## src/rtl/dwqpl_pkg.sv

```systemverilog
// Shared types and constants for the dual-wheel quadrature position loop.
// Holds the register map, the pipeline enable bundle and the Gray-code step decoder.
// No dependencies.
`default_nettype none

package dwqpl_pkg;

	localparam int CFG_INDEX_W = 3;
	localparam int CFG_DATA_W  = 18;
	localparam int ERR_W       = 32;
	localparam int DRIVE_W     = 18;
	localparam int GAIN_W      = 20;

	localparam logic KIND_SAMPLE = 1'b0;
	localparam logic KIND_TICK   = 1'b1;

	typedef enum logic [CFG_INDEX_W-1:0] {
		CFG_PROP_GAIN   = 3'd0,
		CFG_DERIV_GAIN  = 3'd1,
		CFG_DRIVE_BIAS  = 3'd2,
		CFG_BASE_SPEED  = 3'd3,
		CFG_EDGE_WEIGHT = 3'd4,
		CFG_LEFT_INVERT = 3'd5,
		CFG_LOOP_ENABLE = 3'd6
	} cfg_idx_t;

	typedef enum logic [1:0] {
		STEP_NONE = 2'd0,
		STEP_FWD  = 2'd1,
		STEP_REV  = 2'd2
	} step_t;

	typedef struct packed {
		logic en_s1;
		logic en_s2;
		logic en_s3;
		logic en_s4;
	} pipe_ctl_t;

	function automatic step_t gray_step(input logic [1:0] prev, input logic [1:0] cur);
		step_t s;
		unique case ({prev, cur}) inside
			4'b0001, 4'b0111, 4'b1000, 4'b1110: s = STEP_FWD;
			4'b0010, 4'b0100, 4'b1011, 4'b1101: s = STEP_REV;
			default: s = STEP_NONE;
		endcase
		return s;
	endfunction

endpackage

`default_nettype wire

```

## src/rtl/dwqpl_wheel.sv

```systemverilog
// Quadrature decoder and saturating position counter for one wheel.
// Depends on dwqpl_pkg for the Gray-code step decoder.
`default_nettype none

module dwqpl_wheel #(
	parameter int POS_WIDTH = 32
) (
	input  wire logic                        clk,
	input  wire logic                        arst_n,
	input  wire logic                        sample_en,
	input  wire logic [1:0]                  phase,
	input  wire logic [7:0]                  edge_weight,
	output logic signed [POS_WIDTH-1:0]      count
);
	import dwqpl_pkg::*;

	logic signed [POS_WIDTH-1:0] count_q;
	logic [1:0]                  prev_q;
	step_t                       step;
	logic signed [POS_WIDTH:0]   delta;
	logic signed [POS_WIDTH:0]   sum;
	logic signed [POS_WIDTH-1:0] count_next;

	assign step = gray_step(prev_q, phase);

	always_comb begin
		case (step)
			STEP_FWD: delta = (POS_WIDTH+1)'($signed({1'b0, edge_weight}));
			STEP_REV: delta = -(POS_WIDTH+1)'($signed({1'b0, edge_weight}));
			default:  delta = '0;
		endcase
		sum = (POS_WIDTH+1)'(count_q) + delta;
		if (sum[POS_WIDTH] != sum[POS_WIDTH-1]) begin
			count_next = sum[POS_WIDTH] ? {1'b1, {(POS_WIDTH-1){1'b0}}}
			                            : {1'b0, {(POS_WIDTH-1){1'b1}}};
		end else begin
			count_next = sum[POS_WIDTH-1:0];
		end
	end

	always_ff @(posedge clk or negedge arst_n) begin
		if (!arst_n) begin
			count_q <= '0;
			prev_q  <= '0;
		end else if (sample_en) begin
			count_q <= count_next;
			prev_q  <= phase;
		end
	end

	assign count = count_q;

endmodule

`default_nettype wire

```

## src/rtl/dwqpl_drive.sv

```systemverilog
// Drive pipeline for one wheel: position error, gain and bias, clamp, duty scaling.
// Depends on dwqpl_pkg for widths and the stage enable bundle.
`default_nettype none

module dwqpl_drive #(
	parameter int POS_WIDTH = 32,
	parameter int DUTY_MAX  = 254
) (
	input  wire logic                                clk,
	input  wire dwqpl_pkg::pipe_ctl_t                ctl,
	input  wire logic signed [POS_WIDTH-1:0]         setpoint,
	input  wire logic signed [POS_WIDTH-1:0]         count,
	input  wire logic [15:0]                         prop_gain,
	input  wire logic [15:0]                         deriv_gain,
	input  wire logic signed [dwqpl_pkg::DRIVE_W-1:0] drive_bias,
	output logic [7:0]                               duty,
	output logic                                     drive_pos,
	output logic signed [dwqpl_pkg::ERR_W-1:0]       pos_error
);
	import dwqpl_pkg::*;

	localparam int DIFF_W = (POS_WIDTH + 1 > ERR_W + 1) ? POS_WIDTH + 1 : ERR_W + 1;
	localparam int SUM_W  = ERR_W + GAIN_W + 2;
	localparam logic signed [SUM_W-1:0] Q_POS = SUM_W'(65536);
	localparam logic signed [SUM_W-1:0] Q_NEG = -Q_POS;
	localparam logic [15:0] DUTY_K = 16'(DUTY_MAX);

	logic signed [POS_WIDTH-1:0] sp_s1;
	logic signed [POS_WIDTH-1:0] cnt_s1;
	logic signed [ERR_W-1:0]     err_s2;
	logic signed [ERR_W-1:0]     err_s3;
	logic signed [DRIVE_W-1:0]   drive_s3;
	logic signed [ERR_W-1:0]     err_s4;
	logic [7:0]                  duty_s4;
	logic                        pos_s4;

	logic signed [DIFF_W-1:0]    diff;
	logic signed [ERR_W-1:0]     err_sat;
	logic [GAIN_W-1:0]           gain;
	logic signed [GAIN_W:0]      gain_s;
	logic signed [SUM_W-2:0]     prod;
	logic signed [SUM_W-1:0]     sum;
	logic signed [DRIVE_W-1:0]   drive_clamped;
	logic [16:0]                 mag;
	logic [32:0]                 scaled;

	always_comb begin
		diff = DIFF_W'(sp_s1) - DIFF_W'(cnt_s1);
		if (diff[DIFF_W-1:ERR_W-1] == '0 || diff[DIFF_W-1:ERR_W-1] == '1) begin
			err_sat = diff[ERR_W-1:0];
		end else begin
			err_sat = diff[DIFF_W-1] ? {1'b1, {(ERR_W-1){1'b0}}} : {1'b0, {(ERR_W-1){1'b1}}};
		end
	end

	always_comb begin
		gain   = GAIN_W'(prop_gain) + (GAIN_W'(deriv_gain) << 3) + (GAIN_W'(deriv_gain) << 1);
		gain_s = $signed({1'b0, gain});
		prod   = err_s2 * gain_s;
		sum    = SUM_W'(prod) + SUM_W'(drive_bias);
		if (sum > Q_POS) begin
			drive_clamped = DRIVE_W'(Q_POS);
		end else if (sum < Q_NEG) begin
			drive_clamped = DRIVE_W'(Q_NEG);
		end else begin
			drive_clamped = DRIVE_W'(sum);
		end
	end

	always_comb begin
		mag    = drive_s3[DRIVE_W-1] ? 17'(-drive_s3) : 17'(drive_s3);
		scaled = 33'(mag) * 33'(DUTY_K);
	end

	always_ff @(posedge clk) begin
		if (ctl.en_s1) begin
			sp_s1  <= setpoint;
			cnt_s1 <= count;
		end
		if (ctl.en_s2) begin
			err_s2 <= err_sat;
		end
		if (ctl.en_s3) begin
			err_s3   <= err_s2;
			drive_s3 <= drive_clamped;
		end
		if (ctl.en_s4) begin
			err_s4  <= err_s3;
			duty_s4 <= scaled[23:16];
			pos_s4  <= !drive_s3[DRIVE_W-1] && (drive_s3 != '0);
		end
	end

	assign duty      = duty_s4;
	assign drive_pos = pos_s4;
	assign pos_error = err_s4;

endmodule

`default_nettype wire

```

## src/rtl/dual_wheel_quadrature_position_loop.sv

```systemverilog
// Two-wheel quadrature position loop with proportional drive: top level.
// Depends on dwqpl_pkg, dwqpl_wheel and dwqpl_drive.
//
// Encoder samples and control ticks share one input channel and one can be taken every
// cycle while in_stall is low. A sample updates both wheel counts in the cycle it is taken and gives no result.
// An enabled tick advances both setpoints at once and its result is registered through
// the input capture, error, gain multiply and duty scaling stages before it is presented;
// those stages hold up to four ticks, and in_stall rises only when all of them are full
// and out_stall is high.
`default_nettype none

module dual_wheel_quadrature_position_loop #(
	parameter int POS_WIDTH = 32,
	parameter int DUTY_MAX  = 254
) (
	input  wire logic                                   clk,
	input  wire logic                                   arst_n,
	input  wire logic                                   cfg_wr_en,
	input  wire logic [dwqpl_pkg::CFG_INDEX_W-1:0]      cfg_index,
	input  wire logic [dwqpl_pkg::CFG_DATA_W-1:0]       cfg_data,
	input  wire logic                                   in_valid,
	output logic                                        in_stall,
	input  wire logic                                   kind,
	input  wire logic                                   left_phase_a,
	input  wire logic                                   left_phase_b,
	input  wire logic                                   right_phase_a,
	input  wire logic                                   right_phase_b,
	input  wire logic signed [10:0]                     steer_error,
	output logic                                        out_valid,
	input  wire logic                                   out_stall,
	output logic [7:0]                                  left_duty,
	output logic                                        left_dir,
	output logic [7:0]                                  right_duty,
	output logic                                        right_dir,
	output logic signed [dwqpl_pkg::ERR_W-1:0]          left_pos_error,
	output logic signed [dwqpl_pkg::ERR_W-1:0]          right_pos_error
);
	import dwqpl_pkg::*;

	logic [15:0]                 prop_gain_q;
	logic [15:0]                 deriv_gain_q;
	logic signed [DRIVE_W-1:0]   drive_bias_q;
	logic [11:0]                 base_speed_q;
	logic [7:0]                  edge_weight_q;
	logic                        left_invert_q;
	logic                        loop_enable_q;

	logic signed [POS_WIDTH-1:0] left_sp_q;
	logic signed [POS_WIDTH-1:0] right_sp_q;
	logic signed [POS_WIDTH-1:0] left_sp_next;
	logic signed [POS_WIDTH-1:0] right_sp_next;
	logic signed [POS_WIDTH-1:0] left_count;
	logic signed [POS_WIDTH-1:0] right_count;

	logic                        v_s1, v_s2, v_s3, v_s4;
	pipe_ctl_t                   ctl;
	logic                        in_beat;
	logic                        sample_en;
	logic                        tick_en;
	logic [1:0]                  left_phase;
	logic [1:0]                  right_phase;
	logic signed [13:0]          adv_left;
	logic signed [13:0]          adv_right;
	logic                        left_pos;
	logic                        right_pos;

	function automatic logic signed [POS_WIDTH-1:0] sp_step(
		input logic signed [POS_WIDTH-1:0] sp,
		input logic signed [13:0]          adv
	);
		logic signed [POS_WIDTH+1:0] s;
		logic signed [POS_WIDTH-1:0] r;
		s = (POS_WIDTH+2)'(sp) + (POS_WIDTH+2)'(adv);
		if (s[POS_WIDTH+1:POS_WIDTH-1] == '0 || s[POS_WIDTH+1:POS_WIDTH-1] == '1) begin
			r = s[POS_WIDTH-1:0];
		end else begin
			r = s[POS_WIDTH+1] ? {1'b1, {(POS_WIDTH-1){1'b0}}} : {1'b0, {(POS_WIDTH-1){1'b1}}};
		end
		return r;
	endfunction

	always_comb begin
		ctl.en_s4 = !v_s4 || !out_stall;
		ctl.en_s3 = !v_s3 || ctl.en_s4;
		ctl.en_s2 = !v_s2 || ctl.en_s3;
		ctl.en_s1 = !v_s1 || ctl.en_s2;
	end

	assign in_stall  = !ctl.en_s1;
	assign in_beat   = in_valid && !in_stall;
	assign sample_en = in_beat && (kind == KIND_SAMPLE);
	assign tick_en   = in_beat && (kind == KIND_TICK) && loop_enable_q;

	assign left_phase  = {left_phase_b, left_phase_a} ^ {2{left_invert_q}};
	assign right_phase = {right_phase_b, right_phase_a};

	assign adv_left      = 14'($signed({1'b0, base_speed_q})) - 14'(steer_error);
	assign adv_right     = 14'($signed({1'b0, base_speed_q})) + 14'(steer_error);
	assign left_sp_next  = sp_step(left_sp_q, adv_left);
	assign right_sp_next = sp_step(right_sp_q, adv_right);

	always_ff @(posedge clk or negedge arst_n) begin
		if (!arst_n) begin
			prop_gain_q   <= 16'd66;
			deriv_gain_q  <= 16'd0;
			drive_bias_q  <= 18'sd32768;
			base_speed_q  <= 12'd300;
			edge_weight_q <= 8'd100;
			left_invert_q <= 1'b1;
			loop_enable_q <= 1'b0;
		end else if (cfg_wr_en) begin
			unique case (cfg_idx_t'(cfg_index))
				CFG_PROP_GAIN:   prop_gain_q   <= cfg_data[15:0];
				CFG_DERIV_GAIN:  deriv_gain_q  <= cfg_data[15:0];
				CFG_DRIVE_BIAS:  drive_bias_q  <= $signed(cfg_data);
				CFG_BASE_SPEED:  base_speed_q  <= cfg_data[11:0];
				CFG_EDGE_WEIGHT: edge_weight_q <= cfg_data[7:0];
				CFG_LEFT_INVERT: left_invert_q <= cfg_data[0];
				CFG_LOOP_ENABLE: loop_enable_q <= cfg_data[0];
				default: ;
			endcase
		end
	end

	always_ff @(posedge clk or negedge arst_n) begin
		if (!arst_n) begin
			left_sp_q  <= '0;
			right_sp_q <= '0;
			v_s1       <= 1'b0;
			v_s2       <= 1'b0;
			v_s3       <= 1'b0;
			v_s4       <= 1'b0;
		end else begin
			if (tick_en) begin
				left_sp_q  <= left_sp_next;
				right_sp_q <= right_sp_next;
			end
			if (ctl.en_s1) v_s1 <= tick_en;
			if (ctl.en_s2) v_s2 <= v_s1;
			if (ctl.en_s3) v_s3 <= v_s2;
			if (ctl.en_s4) v_s4 <= v_s3;
		end
	end

	dwqpl_wheel #(.POS_WIDTH(POS_WIDTH)) u_left_wheel (
		.clk         (clk),
		.arst_n      (arst_n),
		.sample_en   (sample_en),
		.phase       (left_phase),
		.edge_weight (edge_weight_q),
		.count       (left_count)
	);

	dwqpl_wheel #(.POS_WIDTH(POS_WIDTH)) u_right_wheel (
		.clk         (clk),
		.arst_n      (arst_n),
		.sample_en   (sample_en),
		.phase       (right_phase),
		.edge_weight (edge_weight_q),
		.count       (right_count)
	);

	dwqpl_drive #(.POS_WIDTH(POS_WIDTH), .DUTY_MAX(DUTY_MAX)) u_left_drive (
		.clk        (clk),
		.ctl        (ctl),
		.setpoint   (left_sp_next),
		.count      (left_count),
		.prop_gain  (prop_gain_q),
		.deriv_gain (deriv_gain_q),
		.drive_bias (drive_bias_q),
		.duty       (left_duty),
		.drive_pos  (left_pos),
		.pos_error  (left_pos_error)
	);

	dwqpl_drive #(.POS_WIDTH(POS_WIDTH), .DUTY_MAX(DUTY_MAX)) u_right_drive (
		.clk        (clk),
		.ctl        (ctl),
		.setpoint   (right_sp_next),
		.count      (right_count),
		.prop_gain  (prop_gain_q),
		.deriv_gain (deriv_gain_q),
		.drive_bias (drive_bias_q),
		.duty       (right_duty),
		.drive_pos  (right_pos),
		.pos_error  (right_pos_error)
	);

	assign out_valid = v_s4;
	assign left_dir  = left_pos;
	assign right_dir = !right_pos;

endmodule

`default_nettype wire

```

## config.mk

```make
export PLATFORM = sky130hd
export DESIGN_NAME = dual_wheel_quadrature_position_loop
export DESIGN_NICKNAME = d
export VERILOG_FILES = /design/src/rtl/dwqpl_pkg.sv /design/src/rtl/dwqpl_wheel.sv /design/src/rtl/dwqpl_drive.sv /design/src/rtl/dual_wheel_quadrature_position_loop.sv
export SDC_FILE = /design/constraint.sdc
export NUM_CORES = 2
export LEC_CHECK = 0
export ABC_AREA = 1
export BUFFER_PORTS_ARGS = -buffer_cell sky130_fd_sc_hd__buf_2
export CELL_PAD_IN_SITES_DETAIL_PLACEMENT = 1
export CELL_PAD_IN_SITES_GLOBAL_PLACEMENT = 2
export CORE_ASPECT_RATIO = 0.75
export CORE_MARGIN = 2
export CORE_UTILIZATION = 44
export DETAILED_ROUTE_END_ITERATION = 8
export GPL_TIMING_DRIVEN = 0
export PLACE_DENSITY = 0.89
export SLEW_MARGIN = 20
export SYNTH_ARGS = -nofsm -noshare
export SYNTH_HDL_FRONTEND = slang
export SYNTH_SLANG_ARGS = --single-unit
```

## constraint.sdc

```tcl
create_clock -name clk -period 26.7 [get_ports clk]
set_clock_uncertainty 0.05 [all_clocks]
set_input_delay 4.005 -clock clk [delete_from_list [all_inputs] [get_ports clk]]
set_output_delay 4.005 -clock clk [all_outputs]
set_load 0.05 [all_outputs]
```

==> impl_metrics.env <==
export IMPL_grt_overflow_total=0
export IMPL_cts_htree_levels=3
export IMPL_nets=13300
export IMPL_clkLatencyLatePin_ns=0.73
export IMPL_rows=143
export IMPL_clockBufferDepth=3
export IMPL_synth_cell_types=58
export IMPL_ys_ff_latch=582
export IMPL_setup_ws_ns=14.35
export IMPL_worstPathRequired_ns=27.20
export IMPL_track_usage_pct=33.4
export IMPL_portBuffers=125
export IMPL_slew_headroom_pct=9.29
export IMPL_drive_gt1_share_pct=4.63
export IMPL_status="finished clean"
export IMPL_syn_to_final_growth_pct=7.36
export IMPL_min_period_ns=12.35
export IMPL_vias=74300
export IMPL_ant_nets=0
export IMPL_hold_buffers=0
export IMPL_post_cts_buffers=0
export IMPL_synth_edf_count=374
export IMPL_cts_tree="done"
export IMPL_fin_util_pct=47.5
export IMPL_syn_cell_area_um2=89600
export IMPL_avgViaCountPerCell=5.36
export IMPL_grt_pass1_vias=80500
export IMPL_grt_pass1_wl_um=516000
export IMPL_die_y_um=395
export IMPL_max_freq_ghz=0.0810
export IMPL_path_max_fanout=10
export IMPL_final_cell_mix="nand2_1 (2918), inv_1 (2422), fa_1 (1504)"
export IMPL_core_area_um2=203000
export IMPL_finalSetupViolCount=0
export IMPL_io_pins=126
export IMPL_pre_cts_slack_ns=14.76
export IMPL_tns_ns=0
export IMPL_yosys_warnings=0
export IMPL_end_kind="flop"
export IMPL_dieWidth_um=525
export IMPL_synthesis_nets=13100
export IMPL_slew_viol_final=0
export IMPL_max_stage_delay_ns=0.90
export IMPL_wirelength_um=340000
export IMPL_dieArea_um2=207000
export IMPL_wl_per_cell_um=24.6
export IMPL_layout_commonest_cell="nand2_1"
export IMPL_ff_latch_area_um2=16500
export IMPL_dpl_hpwl_um=293000
export IMPL_crit_arrival_ns=12.85
export IMPL_drv_cap=0
export IMPL_startpoint_type="flop"
export IMPL_ys_seq_area_share_pct=18.4
export IMPL_avgSynthCellArea_um2=8.22
export IMPL_min_path_type="flop to flop"
export IMPL_critical_path_slowest_cell="clkbuf_1"
export IMPL_finalCritPeriodShare_pct=46.2
export IMPL_cts_sinks=582
export IMPL_place_gp_congestion=0.979
export IMPL_tightest_slew_ns=1.36
export IMPL_synth_main_ff_cell="edfxtp_1"
export IMPL_path_clk_slew_ns=0.07
export IMPL_ctsResizeCount=0
export IMPL_grt_max_degree=95
export IMPL_numCtsBuffers=69
export IMPL_netlist_instances=10900
export IMPL_multiInputGateArea_um2=62700
export IMPL_critical_path_class="flop to flop"
export IMPL_antenna_found_initial=12
export IMPL_nFillCells=24700
export IMPL_rsz0062_at_grt="false"
export IMPL_cts_root_buf="clkbuf_16"
export IMPL_finalHoldViolations=0
export IMPL_dr_pass1_iters=6
export IMPL_start_util_pct=44.2
export IMPL_async_flop_share_pct=35.7
export IMPL_drc_errors=0
export IMPL_drtIter0Drc=6247
[layer usage]
metal | wire (um) | share of wire, % | global-route usage [%]
met1 | 154000 | 45 | 49.0
met2 | 144000 | 42 | 49.6
met3 | 31300 | 9.2 | 7.00
met4 | 10400 | 3.1 | 9.27
met5 | 375 | 0.11 | 1.24
[per-stage QoR]
step	cells	area, um^2	hold slack [ns]
global placement	13700	93600	0.351
global route	13800	96200	0.370
detailed placement	13700	93900	0.358
CTS	13800	96100	0.357
floorplan	10900	89600	0.350
finish	13900	96200	0.342
[state kept, by name (all words and copies together) (netlist names), 16 cells and up]
name and count:
deriv_gain_q 16, drive_bias_q 18, left_sp_q 32, prop_gain_q 16
right_sp_q 32, u_left_drive.cnt_s1 32, u_left_drive.drive_s3 18, u_left_drive.err_s2 32
u_left_drive.err_s3 32, u_left_drive.pos_error 32, u_left_drive.sp_s1 32, u_left_wheel.count 32
u_right_drive.cnt_s1 32, u_right_drive.drive_s3 18, u_right_drive.err_s2 32, u_right_drive.err_s3 32
u_right_drive.pos_error 32, u_right_drive.sp_s1 32, u_right_wheel.count 32
[worst max-delay path, delay by kind of cell, from the launching register on]
family	cells	cell delay [ns]
buffers and inverters	5	2.32
AO/OA/AOI/OAI	2	0.45
flip-flops	1	0.43
adder cells (fa/ha/maj)	10	4.95
AND/OR/NAND/NOR	19	3.96
[cells in the mapped netlist, types with 12 or more instances]
cell type     n  area, um^2
clkbuf_1    223         837
o21ai_0     240        1200
nand4_1      93         582
a21oi_1     342        1710
nor2_2       41         257
o211ai_1     12        90.1
xor2_1      185        1620
a21boi_0     60         450
buf_1        32         120
xnor2_1     118        1030
dfrtp_1     197        4930
o21ai_1      14        70.1
ha_1        613        7670
edfxtp_1    374       11200
buf_2        44         220
nor2_1      755        2830
nand2_1    2920       11000
nor3_2       15         150
inv_1      2425        9100
o21bai_1     32         240
nand2_2      17         106
or2_2        77         482
nand3b_1     22         165
fa_1       1505       30100
nor4_1       15        93.8
a21boi_1     17         128
nand3_1     262        1310
o21a_1       19         143
nor3_1       68         340
a21o_1       34         255
[final cells by class]
type                            count  area share (%)
Multi-Input combinational cell   7564            65.2
Sequential cell                   582            17.1
Inverter                         2445            9.56
Tap cell                         2682            3.49
Clock buffer                       96            2.06
Buffer                            308            1.34
Timing Repair Buffer              134           0.890
Clock inverter                     30           0.304
Antenna cell                       10          0.0260
[worst paths after layout]
path | start | to | slack (ns) | cells past startpoint
max | deriv_gain_q[7] | u_right_drive.drive_s3[15] | 14.35 | 36
min | u_right_drive.err_s3[30] | u_right_drive.pos_error[30] | 0.34 | 0
max reg2reg | deriv_gain_q[7] | u_right_drive.drive_s3[15] | 14.35 | 36
min reg2reg | u_right_drive.err_s3[30] | u_right_drive.pos_error[30] | 0.34 | 0
max in group asynchronous | arst_n | right_sp_q[27] | 22.07 | 3
min in group asynchronous | arst_n | left_sp_q[31] | 3.22 | 1
[cell families after synthesis]
logic type	after synthesis	synth area share [%]
muxes	1	0.0126
xor gates and xnor gates	303	2.96
AOI/OAI and AO/OA	827	5.29
adders and majority gates	2118	42.2
DFF	582	18.4
buffers and inverters	2753	11.6
and+or+nand+nor	4315	19.5
Power is left out: the tool's default activity adds up to more than one toggle a clock period on the data nets, which glitch-free logic cannot reach.
